<file path="src/rtl/tca_pkg.sv">
// Shared constants, register codes and pipeline types for the texel address block.
package tca_pkg;

   // Field widths
   localparam int ColumnWidth  = 12;
   localparam int RowWidth     = 12;
   localparam int LineHtWidth  = 16;
   localparam int TexColWidth  = 6;
   localparam int TexIdxWidth  = 2;
   localparam int TexRowWidth  = 6;
   localparam int TexOffWidth  = 18;
   localparam int FrameWidth   = 26;
   localparam int CsrWidth     = 13;
   localparam int TexelBitsW   = 6;
   localparam int CsrIndexW    = 3;

   // Texture side is a power of two; row and column wrap on it
   localparam int TexSizeLog2  = 6;

   // Signed slice numerator and the divider dividend (|num| / 4)
   localparam int NumerWidth   = 25;
   localparam int DvdWidth     = 22;
   localparam int BitsPerStage = 2;
   localparam int DivStages    = DvdWidth / BitsPerStage;

   // Pixel offset before the 4-byte scale, texel column term width
   localparam int FrameSumW    = FrameWidth - 2;
   localparam int TexTermW     = TexColWidth + TexelBitsW - 3;

   // Register indexes
   localparam logic [CsrIndexW-1:0] CsrScreenWidth  = 3'd0;
   localparam logic [CsrIndexW-1:0] CsrScreenHeight = 3'd1;
   localparam logic [CsrIndexW-1:0] CsrRowBytesN    = 3'd2;
   localparam logic [CsrIndexW-1:0] CsrRowBytesS    = 3'd3;
   localparam logic [CsrIndexW-1:0] CsrRowBytesW    = 3'd4;
   localparam logic [CsrIndexW-1:0] CsrRowBytesE    = 3'd5;
   localparam logic [CsrIndexW-1:0] CsrTexelBits    = 3'd6;

   // Reset values of the registers
   localparam logic [CsrWidth-1:0]   ScreenWidthRst  = 13'd640;
   localparam logic [CsrWidth-1:0]   ScreenHeightRst = 13'd480;
   localparam logic [CsrWidth-1:0]   RowBytesRst     = 13'd256;
   localparam logic [TexelBitsW-1:0] TexelBitsRst    = 6'd32;

   // First stage: numerator and frame sum formed
   typedef struct packed {
      logic [TexIdxWidth-1:0]       idx;
      logic                         last;
      logic [LineHtWidth-1:0]       lh;
      logic signed [NumerWidth-1:0] numer;
      logic [FrameSumW-1:0]         frame_sum;
      logic [TexTermW-1:0]          tex_term;
   } front_type;

   // Divider stages: remainder and dividend that turns into the quotient
   typedef struct packed {
      logic [TexIdxWidth-1:0] idx;
      logic                   last;
      logic [LineHtWidth-1:0] lh;
      logic [LineHtWidth-1:0] rem;
      logic [DvdWidth-1:0]    dvd;
      logic [FrameSumW-1:0]   frame_sum;
      logic [TexTermW-1:0]    tex_term;
   } div_type;

endpackage

</file>
<file path="src/rtl/tca_req_if.sv">
// Request channel: one screen pixel of a wall slice.
interface tca_req_if;
   import tca_pkg::*;

   logic                   valid;
   logic                   ready;
   logic [ColumnWidth-1:0] column;
   logic [RowWidth-1:0]    row;
   logic [LineHtWidth-1:0] line_height;
   logic [TexColWidth-1:0] tex_column;
   logic                   wall_axis;
   logic                   ray_dir_nonneg;
   logic                   last_row;

   modport source (
      output valid, column, row, line_height, tex_column, wall_axis, ray_dir_nonneg,
             last_row,
      input  ready
   );

   modport sink (
      input  valid, column, row, line_height, tex_column, wall_axis, ray_dir_nonneg,
             last_row,
      output ready
   );
endinterface

</file>
<file path="src/rtl/tca_rsp_if.sv">
// Response channel: texture choice, texel offset and framebuffer offset.
interface tca_rsp_if;
   import tca_pkg::*;

   logic                   valid;
   logic                   ready;
   logic [TexIdxWidth-1:0] texture_index;
   logic [TexRowWidth-1:0] tex_row;
   logic [TexOffWidth-1:0] texel_offset;
   logic [FrameWidth-1:0]  frame_offset;
   logic                   slice_end;

   modport source (
      output valid, texture_index, tex_row, texel_offset, frame_offset, slice_end,
      input  ready
   );

   modport sink (
      input  valid, texture_index, tex_row, texel_offset, frame_offset, slice_end,
      output ready
   );
endinterface

</file>
<file path="src/rtl/textured_column_texel_address.sv">
// Top level: pipelined texel and framebuffer addressing for raycast wall slices.
//
//   port group   dir   content
//   ----------   ---   ------------------------------------------------------
//   req_bus      in    column, row, line_height, tex_column, axis, sign, last
//   rsp_bus      out   texture_index, tex_row, texel_offset, frame_offset, end
//   csr_*        in    write enable, register index, 13-bit write data
//
// One request per clock unless stalled. Stages: a front stage (numerator, frame
// multiply), an absolute-value stage, 11 divider stages of 2 quotient bits each
// (22-bit restoring division by line height), and the output register.
// Reset is synchronous and clears valid bits and config registers to defaults.
// Each stage has its own ready (empty or draining), so bubbles close up under
// a stalled response and nothing is dropped or repeated.
module textured_column_texel_address (
   input  logic                            clock,
   input  logic                            reset,
   tca_req_if.sink                         req_bus,
   tca_rsp_if.source                       rsp_bus,
   input  logic                            csr_we,
   input  logic [tca_pkg::CsrIndexW-1:0]   csr_index,
   input  logic [tca_pkg::CsrWidth-1:0]    csr_wdata
);
   import tca_pkg::*;

   // Configuration registers
   logic [CsrWidth-1:0]   screen_width_ff;
   logic [CsrWidth-1:0]   screen_height_ff;
   logic [CsrWidth-1:0]   row_bytes_ff [4];
   logic [TexelBitsW-1:0] texel_bits_ff;

   // Pipeline state
   logic                  front_v_ff;
   front_type             front_ff;
   front_type             front_in;
   logic [DivStages:0]    div_v_ff;
   div_type               div_ff [DivStages+1];
   div_type               div_in [DivStages+1];
   logic                  out_v_ff;

   // Stage enables
   logic                  front_en;
   logic [DivStages:0]    div_en;
   logic                  out_en;

   // Output payload
   logic [TexIdxWidth-1:0] out_idx_ff;
   logic [TexRowWidth-1:0] out_row_ff;
   logic [TexOffWidth-1:0] out_toff_ff;
   logic [FrameWidth-1:0]  out_foff_ff;
   logic                   out_end_ff;
   logic [TexOffWidth-1:0] out_toff_in;

   // Register writes; unknown indexes are dropped
   always_ff @(posedge clock) begin
      if (reset) begin
         screen_width_ff  <= ScreenWidthRst;
         screen_height_ff <= ScreenHeightRst;
         row_bytes_ff[0]  <= RowBytesRst;
         row_bytes_ff[1]  <= RowBytesRst;
         row_bytes_ff[2]  <= RowBytesRst;
         row_bytes_ff[3]  <= RowBytesRst;
         texel_bits_ff    <= TexelBitsRst;
      end else if (csr_we) begin
         case (csr_index)
            CsrScreenWidth:  screen_width_ff  <= csr_wdata;
            CsrScreenHeight: screen_height_ff <= csr_wdata;
            CsrRowBytesN:    row_bytes_ff[0]  <= csr_wdata;
            CsrRowBytesS:    row_bytes_ff[1]  <= csr_wdata;
            CsrRowBytesW:    row_bytes_ff[2]  <= csr_wdata;
            CsrRowBytesE:    row_bytes_ff[3]  <= csr_wdata;
            CsrTexelBits:    texel_bits_ff    <= csr_wdata[TexelBitsW-1:0];
            default: ;
         endcase
      end
   end

   // Ready ripple from the output back to the request side
   always_comb begin
      out_en            = !out_v_ff || rsp_bus.ready;
      div_en[DivStages] = !div_v_ff[DivStages] || out_en;
      for (int k = DivStages - 1; k >= 0; k--) begin
         div_en[k] = !div_v_ff[k] || div_en[k+1];
      end
      front_en = !front_v_ff || div_en[0];
   end

   assign req_bus.ready = front_en;

   // Front stage: slice numerator, frame multiply, texel column term
   always_comb begin
      logic [LineHtWidth-1:0]           lh;
      logic [2*CsrWidth-1:0]            fprod;
      logic [TexColWidth+TexelBitsW-1:0] tprod;
      lh    = (req_bus.line_height == '0) ? LineHtWidth'(1) : req_bus.line_height;
      fprod = screen_width_ff * {1'b0, req_bus.row};
      tprod = req_bus.tex_column[TexSizeLog2-1:0] * texel_bits_ff;
      front_in.idx       = {req_bus.wall_axis, req_bus.ray_dir_nonneg};
      front_in.last      = req_bus.last_row;
      front_in.lh        = lh;
      front_in.numer     = $signed({5'b0, req_bus.row, 8'b0}
                                   + {2'b0, lh, 7'b0}
                                   - {5'b0, screen_height_ff, 7'b0});
      front_in.frame_sum = FrameSumW'(fprod + {{(2*CsrWidth-ColumnWidth){1'b0}},
                                               req_bus.column});
      front_in.tex_term  = tprod[TexColWidth+TexelBitsW-1:3];
   end

   always_ff @(posedge clock) begin
      if (reset) begin
         front_v_ff <= 1'b0;
      end else if (front_en) begin
         front_v_ff <= req_bus.valid;
      end
   end

   always_ff @(posedge clock) begin
      if (front_en) begin
         front_ff <= front_in;
      end
   end

   // Magnitude stage: |num| / 4 is the dividend (the sign drops out)
   always_comb begin
      logic [NumerWidth-1:0] mag;
      mag = front_ff.numer[NumerWidth-1] ? NumerWidth'(-front_ff.numer)
                                          : NumerWidth'(front_ff.numer);
      div_in[0].idx       = front_ff.idx;
      div_in[0].last      = front_ff.last;
      div_in[0].lh        = front_ff.lh;
      div_in[0].rem       = '0;
      div_in[0].dvd       = mag[DvdWidth+1:2];
      div_in[0].frame_sum = front_ff.frame_sum;
      div_in[0].tex_term  = front_ff.tex_term;
   end

   // Divider stages: restoring division, quotient shifts into dvd
   for (genvar k = 1; k <= DivStages; k++) begin : g_div
      always_comb begin
         div_type              cur;
         logic [LineHtWidth:0] trial;
         cur = div_ff[k-1];
         for (int b = 0; b < BitsPerStage; b++) begin
            trial = {cur.rem, cur.dvd[DvdWidth-1]};
            if (trial >= {1'b0, cur.lh}) begin
               cur.rem = LineHtWidth'(trial - {1'b0, cur.lh});
               cur.dvd = {cur.dvd[DvdWidth-2:0], 1'b1};
            end else begin
               cur.rem = trial[LineHtWidth-1:0];
               cur.dvd = {cur.dvd[DvdWidth-2:0], 1'b0};
            end
         end
         div_in[k] = cur;
      end
   end

   always_ff @(posedge clock) begin
      if (reset) begin
         div_v_ff <= '0;
      end else begin
         if (div_en[0]) begin
            div_v_ff[0] <= front_v_ff;
         end
         for (int k = 1; k <= DivStages; k++) begin
            if (div_en[k]) begin
               div_v_ff[k] <= div_v_ff[k-1];
            end
         end
      end
   end

   always_ff @(posedge clock) begin
      for (int k = 0; k <= DivStages; k++) begin
         if (div_en[k]) begin
            div_ff[k] <= div_in[k];
         end
      end
   end

   // Output stage: texel offset from texture row and row pitch
   always_comb begin
      logic [TexRowWidth+CsrWidth:0] sum;
      sum = (TexRowWidth+CsrWidth+1)'(div_ff[DivStages].dvd[TexSizeLog2-1:0]
                                      * row_bytes_ff[div_ff[DivStages].idx])
          + (TexRowWidth+CsrWidth+1)'(div_ff[DivStages].tex_term);
      out_toff_in = sum[TexOffWidth-1:0];
   end

   always_ff @(posedge clock) begin
      if (reset) begin
         out_v_ff <= 1'b0;
      end else if (out_en) begin
         out_v_ff <= div_v_ff[DivStages];
      end
   end

   always_ff @(posedge clock) begin
      if (out_en) begin
         out_idx_ff  <= div_ff[DivStages].idx;
         out_row_ff  <= div_ff[DivStages].dvd[TexSizeLog2-1:0];
         out_toff_ff <= out_toff_in;
         out_foff_ff <= {div_ff[DivStages].frame_sum, 2'b00};
         out_end_ff  <= div_ff[DivStages].last;
      end
   end

   assign rsp_bus.valid         = out_v_ff;
   assign rsp_bus.texture_index = out_idx_ff;
   assign rsp_bus.tex_row       = out_row_ff;
   assign rsp_bus.texel_offset  = out_toff_ff;
   assign rsp_bus.frame_offset  = out_foff_ff;
   assign rsp_bus.slice_end     = out_end_ff;

`ifndef NO_ASSERTIONS
   // Requests are only held off when the front stage is full
   a_ready_only_when_full: assert property (@(posedge clock) disable iff (reset)
      !req_bus.ready |-> front_v_ff)
      else $error("request stalled with an empty front stage");

   // Zero line height never reaches the divider
   a_lh_nonzero: assert property (@(posedge clock) disable iff (reset)
      div_v_ff[0] |-> (div_ff[0].lh != '0))
      else $error("zero divisor in divider");

   // Final remainder stays below the divisor
   a_rem_bound: assert property (@(posedge clock) disable iff (reset)
      div_v_ff[DivStages] |-> (div_ff[DivStages].rem < div_ff[DivStages].lh))
      else $error("divider remainder out of range");

   // A write to an unused index leaves every register alone
   a_bad_index: assert property (@(posedge clock) disable iff (reset)
      (csr_we && (csr_index > CsrTexelBits)) |=>
         ($stable(screen_width_ff) && $stable(screen_height_ff)
          && $stable(row_bytes_ff[0]) && $stable(row_bytes_ff[1])
          && $stable(row_bytes_ff[2]) && $stable(row_bytes_ff[3])
          && $stable(texel_bits_ff)))
      else $error("register changed on an unused index");
`endif

endmodule
</file>
<file path="src/flat_wrapper.sv">
// flat-port wrapper written by rule: the top's interface ports become plain ports
module textured_column_texel_address_flat import tca_pkg::*;
  (clock, reset, csr_we, csr_index, csr_wdata, req_bus_valid, req_bus_column, req_bus_row, req_bus_line_height, req_bus_tex_column, req_bus_wall_axis, req_bus_ray_dir_nonneg, req_bus_last_row, req_bus_ready, rsp_bus_valid, rsp_bus_texture_index, rsp_bus_tex_row, rsp_bus_texel_offset, rsp_bus_frame_offset, rsp_bus_slice_end, rsp_bus_ready);
  tca_req_if req_bus_i ();
  tca_rsp_if rsp_bus_i ();
  input  logic clock;
  input  logic reset;
  input  logic csr_we;
  input  logic [tca_pkg::CsrIndexW-1:0] csr_index;
  input  logic [tca_pkg::CsrWidth-1:0] csr_wdata;
  input wire logic [$bits(req_bus_i.valid)-1:0] req_bus_valid;
  input wire logic [$bits(req_bus_i.column)-1:0] req_bus_column;
  input wire logic [$bits(req_bus_i.row)-1:0] req_bus_row;
  input wire logic [$bits(req_bus_i.line_height)-1:0] req_bus_line_height;
  input wire logic [$bits(req_bus_i.tex_column)-1:0] req_bus_tex_column;
  input wire logic [$bits(req_bus_i.wall_axis)-1:0] req_bus_wall_axis;
  input wire logic [$bits(req_bus_i.ray_dir_nonneg)-1:0] req_bus_ray_dir_nonneg;
  input wire logic [$bits(req_bus_i.last_row)-1:0] req_bus_last_row;
  output wire logic [$bits(req_bus_i.ready)-1:0] req_bus_ready;
  output wire logic [$bits(rsp_bus_i.valid)-1:0] rsp_bus_valid;
  output wire logic [$bits(rsp_bus_i.texture_index)-1:0] rsp_bus_texture_index;
  output wire logic [$bits(rsp_bus_i.tex_row)-1:0] rsp_bus_tex_row;
  output wire logic [$bits(rsp_bus_i.texel_offset)-1:0] rsp_bus_texel_offset;
  output wire logic [$bits(rsp_bus_i.frame_offset)-1:0] rsp_bus_frame_offset;
  output wire logic [$bits(rsp_bus_i.slice_end)-1:0] rsp_bus_slice_end;
  input wire logic [$bits(rsp_bus_i.ready)-1:0] rsp_bus_ready;
  assign req_bus_i.valid = req_bus_valid;
  assign req_bus_i.column = req_bus_column;
  assign req_bus_i.row = req_bus_row;
  assign req_bus_i.line_height = req_bus_line_height;
  assign req_bus_i.tex_column = req_bus_tex_column;
  assign req_bus_i.wall_axis = req_bus_wall_axis;
  assign req_bus_i.ray_dir_nonneg = req_bus_ray_dir_nonneg;
  assign req_bus_i.last_row = req_bus_last_row;
  assign req_bus_ready = req_bus_i.ready;
  assign rsp_bus_valid = rsp_bus_i.valid;
  assign rsp_bus_texture_index = rsp_bus_i.texture_index;
  assign rsp_bus_tex_row = rsp_bus_i.tex_row;
  assign rsp_bus_texel_offset = rsp_bus_i.texel_offset;
  assign rsp_bus_frame_offset = rsp_bus_i.frame_offset;
  assign rsp_bus_slice_end = rsp_bus_i.slice_end;
  assign rsp_bus_i.ready = rsp_bus_ready;
  textured_column_texel_address u_core (.clock(clock), .reset(reset), .req_bus(req_bus_i), .rsp_bus(rsp_bus_i), .csr_we(csr_we), .csr_index(csr_index), .csr_wdata(csr_wdata));
endmodule
</file>
<file path="config.mk">
export PLATFORM = sky130hd
export DESIGN_NAME = textured_column_texel_address_flat
export DESIGN_NICKNAME = d
export VERILOG_FILES = /design/src/rtl/tca_pkg.sv /design/src/rtl/tca_req_if.sv /design/src/rtl/tca_rsp_if.sv /design/src/rtl/textured_column_texel_address.sv /design/src/flat_wrapper.sv
export SDC_FILE = /design/constraint.sdc
export NUM_CORES = 2
export LEC_CHECK = 0
export ABC_AREA = 0
export BUFFER_PORTS_ARGS = -buffer_cell sky130_fd_sc_hd__buf_2
export CORE_MARGIN = 2
export CORE_UTILIZATION = 40
export DETAILED_ROUTE_END_ITERATION = 8
export PLACE_DENSITY = 0.58
export REMOVE_ABC_BUFFERS = 1
export SYNTH_ARGS = -nofsm -noshare
export SYNTH_HDL_FRONTEND = slang
export SYNTH_SLANG_ARGS = --single-unit
</file>
<file path="constraint.sdc">
create_clock -name clock -period 21.9 [get_ports clock]
set_input_delay 4.38 -clock clock [delete_from_list [all_inputs] [get_ports clock]]
set_output_delay 4.38 -clock clock [all_outputs]
set_load 0.05 [all_outputs]
</file>
; Word-level counts from Yosys, hierarchy flattened
; Memories as Yosys holds them, arrays and structs flattened.
; Cells that the tools add are included.
; Widths: inputs -> output; s select.
[totals]
elab_cells = 195
mem_bits_rw = 1132
regBits = 174
input_bits = 70
mem_count = 2
output_inout_bits = 55
[memory_table]
columns = memory, depth, word_bits, rd, rd_ports_with_merged_regs, wr, line_no
row1 = u_core.div_ff, 12, 90, 12, 0, 12, textured_column_texel_address.sv:37  ; div_type div_ff [DivStages+1];
row2 = u_core.row_bytes_ff, 4, 13, 1, 0, 4, textured_column_texel_address.sv:29  ; logic [CsrWidth-1:0] row_bytes_ff [4];
[classes]
addsub = 27
muxes = 70
mul = 3
n_eq_ne = 6
order_cmp = 22
n_reduce_logical = 33
bitwise_logic = 4
[op_table]
columns = cell, n
row1 = $mux 38, 22
row2 = $ge 17x16->1, 22
row3 = $sub 16x16->16, 22
row4 = $mux 13, 4
row5 = $mux 1, 42
row6 = $sub 25x20->25, 1
row7 = $add 20x23->24, 1
row8 = $add 24x12->24, 1
row9 = $mul 13x12->24, 1
row10 = $mux 24, 1
row11 = $neg 24->24, 1
row12 = $add 18x9->18, 1
row13 = $mul 6x13->18, 1
row14 = $logic_not 16->1, 1
row15 = $mux 16, 1
row16 = $logic_not 1->1, 14
row17 = $logic_or 1x1->1, 14
row18 = $mul 6x6->12, 1
row19 = $eq 3x3->1 const B, 3
row20 = $eq 3x2->1 const B, 2
row21 = $reduce_and 2->1, 3
row22 = $or 1x1->1, 4
row23 = $eq 3x1->1 const B, 1
row24 = $logic_not 3->1, 1

; Depth between registers and ports, before layout
[logic_depth]
ltp_word = 16
depth_mapped = 24
ltp_nobuf = 22

; Worst setup path before layout
; No wires, ideal clock.
[synth_path]
path_kind = input to output
start = in rsp_bus_ready
end = out req_bus_ready
slack_ns = 7.731
path_buffers = 1
t_arrival_ns = 9.789
stages = 10
required_time_ns = 17.520
cell_sequence = nor2b_1 > and2_1 > inv_1 > nor2_1 > and2_1 > inv_1 > nor2_1 > and2_1 > clkbuf_1 > nand4_1
[synth_via]
elab_chain_len = 14
[synth_rtl]
columns = element, line_no
row1 = from (decl), flat_wrapper.sv:26  ; input wire logic [$bits(rsp_bus_i.ready)-1:0] rsp_bus_ready;
row2 = $logic_or 1x1->1, textured_column_texel_address.sv:80  ; out_en = !out_v_ff || rsp_bus.ready;
row3 = $logic_or 1x1->1, textured_column_texel_address.sv:81  ; div_en[DivStages] = !div_v_ff[DivStages] || out_en;
row4 = net u_core.div_en[11], textured_column_texel_address.sv:43  ; logic [DivStages:0] div_en;
row5 = $logic_or 1x1->1 (4 in a row), textured_column_texel_address.sv:83  ; div_en[k] = !div_v_ff[k] || div_en[k+1];
row6 = net u_core.div_en[7], textured_column_texel_address.sv:43
row7 = $logic_or 1x1->1 (7 in a row), textured_column_texel_address.sv:83
row8 = $logic_or 1x1->1, textured_column_texel_address.sv:85  ; front_en = !front_v_ff || div_en[0];
row9 = to (decl), flat_wrapper.sv:19  ; output wire logic [$bits(req_bus_i.ready)-1:0] req_bus_ready;
; The timed path passes the listed nets, and every way through them passes these cells.

; Worst setup path in the final report
; Same ends and word-level chain as after synthesis.

==> run_results.csv <==
group,metric,value,unit
worst_setup_path,worst_path_fanout_max,43,
pwr,vdd_ir_drop_max,0.172,mV
worst_setup_path,end_kind,"output port",
place,io_buffer_count,122,
worst_setup_path,critPathRequiredTime,17520,ps
worst_setup_path,cpPeakStageDelay,390,ps
logic_synthesis,synthArstFlopShare,0,
sta,fin_worst_skew,23.8,ps
worst_hold_path,worst_hold_path_cells,0,
place,dpl.hpwl,95.8,mm
sta,grt_setup_unrepaired,"no",
sta,maxSlewHeadroom,0.258,
clock_tree,cts_inserted_buffers,110,
routing,routed_wire_length,125,mm
clock_tree,clkTransAtPathRegs,60,ps
logic_synthesis,synth_enable_flop_cells,1034,
sta,transition_time_at_the_pin_with_the_least_slew_margin,1110,ps
clock_tree,tritoncts,"done",
global_route,gr-usage-all-layers,0.159,
logic_synthesis,synthDominantCellAreaShare,0.495,
global_route,grt_pass1_vias,38025,
worst_setup_path,worstPathArrival,7500,ps
logic_synthesis,netlist_area,0.0627,sq mm
pwr,leakage,29.6,nW
floorplan,floorplan.die.width,400,um
finish,final_core_utilization,0.444,
pwr,power_density,143,mW/mm^2
global_route,grt_antenna_before_repair,3,
logic_synthesis,yosysTopAreaCell,"edfxtp_1",
clock_tree,cts_htree_levels,3,
worst_setup_path,timing.critical_path.from_type,"input port",
worst_setup_path,crit_type,"input port to output port",
place,pre_cts_ws,9970,ps
clock_tree,clockRootBuffer,"clkbuf_16",
logic_synthesis,synth_ff_type,"edfxtp_1",
logic_synthesis,syn-instance-count,5154,
routing,antenna_violating_nets_post_route,0,
global_route,grt_remaining_overflow,0,
clock_tree,clk_lat_worst_skew,700,ps
routing,route.detailed.wl_per_inst,16.8,um
finish,design.final.nets,6071,
sta,fin_crit_sh,0.543,
logic_synthesis,yosysSeqAreaShare,0.510,
sta,timing.final.ws_setup,10020,ps
finish,drive_above_1_share,0.107,
worst_hold_path,timing.hold.worst.class,"register to register",
global_route,grt_first_pass_wirelength,204,mm
floorplan,floorplan_die_area,0.160,sq mm
logic_synthesis,ys_top_cells_by_area,"edfxtp_1 50%, ha_1 9.7%, fa_1 6.6%, inv_1 3.5%, mux2_2 3.4%",
routing,vias,37688,
logic_synthesis,synthesis.yosys.warnings,0,
finish,mostFrequentLayoutCell,"edfxtp_1",
routing,dr.pass1.iters,7,
logic_synthesis,synth.lib_cells_used.distinct,93,
pwr,design_power_total,9.89,mW
floorplan,io_pins,125,
worst_setup_path,critical-path-top-cell-by-count,"and2_1",
finish,areaGrowthSynthToFinish,10.3,%
floorplan,core_area,0.156,sq mm
finish,area_used_by_multi_input_combinational_logic,0.0282,sq mm
logic_synthesis,post_synth.cell_area_avg,12.2,sq um
routing,detail_route.vias_per_cell,5.05,
finish,layout.area.seq,0.0320,sq mm
floorplan,initial_utilization,0.402,
outcome,outcome,"completed",
clock_tree,cts_max_path_buffers,3,
sta,number_of_hold_slack_violations_in_the_final_timing_report,0,
clock_tree,ctsResizeCount,0,
worst_setup_path,slowest_stage,"and2_1",
global_route,grt_start_max_net_pins,82,
run,maxCapViolations,0,
sta,totalNegativeSetupSlack,0,ps
logic_synthesis,synth.ff_latch_count,1080,
routing,detail_route.iter0.violations,2208,
place,gp_routability_congestion,0.857,
finish,final_cells,7456,
floorplan,floorplan.die.height,400,um
place,post-place-cells,7252,
sta,max_clock_freq,0.0842,GHz
clock_tree,post-cts-setup-buffer-count,0,
finish,fill_cells,14263,
floorplan,row_count,145,
worst_setup_path,crit_path_cell_trace,"buf_2 > nor2b_1 > and2_1 > inv_2 > nor2_1 > and2_1 > inv_2 > nor2_1 > and2_1 > nand4_1 > buf_4 > buf_2",
finish,layout_common_cells,"1034 x edfxtp_1, 571 x inv_1, 487 x ha_1",
sta,period_needed,11880,ps
sta,timing.final.max_slew_violations,0,
clock_tree,clock_sink_count,1080,
routing,drc,0,
clock_tree,ctsHoldBuffers,0,
sta,setup_violations,0,
worst_setup_path,timing.reg2reg.worst_path_depth,19,
==> state kept, by name, indices dropped and copies added (netlist names) <==
name,flops
u_core.div_in,52
u_core.texel_bits_ff,6
u_core.rsp_bus.valid,1
u_core.div_v_ff,12
u_core.screen_width_ff,13
u_core.front_v_ff,1
u_core.rsp_bus.slice_end,1
u_core.row_bytes_ff,52
u_core.front_ff,18
u_core.screen_height_ff,13
u_core.rsp_bus.frame_offset,24
u_core.div_ff,861
u_core.rsp_bus.texel_offset,18
u_core.rsp_bus.tex_row,6
u_core.rsp_bus.texture_index,2
==> final timing paths <==
check                          endpoint  slack (ps)                   from
setup / recovery          req_bus_ready       10020          rsp_bus_ready
hold / removal    u_core.div_ff[1][358]         400  u_core.div_ff[1][268]
setup reg to reg  u_core.div_ff[1][250]       15350  u_core.div_ff[1][164]
hold reg to reg   u_core.div_ff[1][358]         400  u_core.div_ff[1][268]
==> where the power goes <==
group	switching (mW)	internal, mW
combinational	2.61	2.20
sequential	0.248	3.04
clock	0.772	1.02
==> cell usage after synthesis, types with 25 or more instances <==
| library cell | instances |
|---|---|
| nand2b_1 | 44 |
| nor2b_1 | 46 |
| a21oi_1 | 275 |
| o21bai_1 | 42 |
| mux2_2 | 191 |
| nor2_1 | 250 |
| a211oi_1 | 25 |
| nand2_1 | 355 |
| edfxtp_1 | 1034 |
| nand3_1 | 74 |
| o31ai_1 | 28 |
| dfxtp_1 | 46 |
| o21ai_0 | 156 |
| clkbuf_1 | 81 |
| nor3_1 | 85 |
| a21o_1 | 125 |
| and2_1 | 185 |
| mux2i_1 | 30 |
| fa_1 | 208 |
| o21a_1 | 49 |
| xor2_1 | 108 |
| and3_1 | 25 |
| inv_1 | 579 |
| ha_1 | 487 |
| nand4_1 | 50 |
| xnor2_1 | 231 |
==> cell type report <==
class                      count  share of cell area
sequential                  1080               0.462
multi-input combinational   3390               0.407
clock buffer                 137              0.0419
inverter                     580              0.0315
clock inverter                65             0.00854
timing repair buffer         144              0.0112
tap                         2058              0.0372
antenna                        2           0.0000724
==> per-layer routing <==
metal | vias to the layer above | track usage | wire (um)
li1 | 18749 | - | -
met1 | 18200 | 0.218 | 59200
met2 | 559 | 0.264 | 58700
met3 | 180 | 0.0213 | 4090
met4 | 0 | 0.0460 | 3350
met5 | - | 0 | 0
==> cells by family after synthesis <==
| logic type | count (synthesis) | share of synthesized area |
|---|---|---|
| mux | 269 | 0.0510 |
| fa+ha+maj | 695 | 0.164 |
| buf+inv | 685 | 0.0418 |
| flops | 1080 | 0.510 |
| other cells | 1 | 0.0000598 |
| simple gates | 1194 | 0.0926 |
| xor+xnor | 339 | 0.0474 |
| compound gates | 891 | 0.0935 |
==> through the flow <==
| step | area (sq um) | hold slack (ps) |
|---|---|---|
| finish | 69100 | 403 |
| detailed placement | 65700 | 405 |
| CTS | 69100 | 405 |
| global route | 69100 | 410 |
| floorplan | 62200 | 400 |
| global placement | 65700 | 401 |
==> worst max-delay path, delay by kind of cell <==
kind,cells,cell delay [ps]
simple gates,7,1970
buf+inv,5,1130
Note: power is estimated with default switching activity, not from simulation.
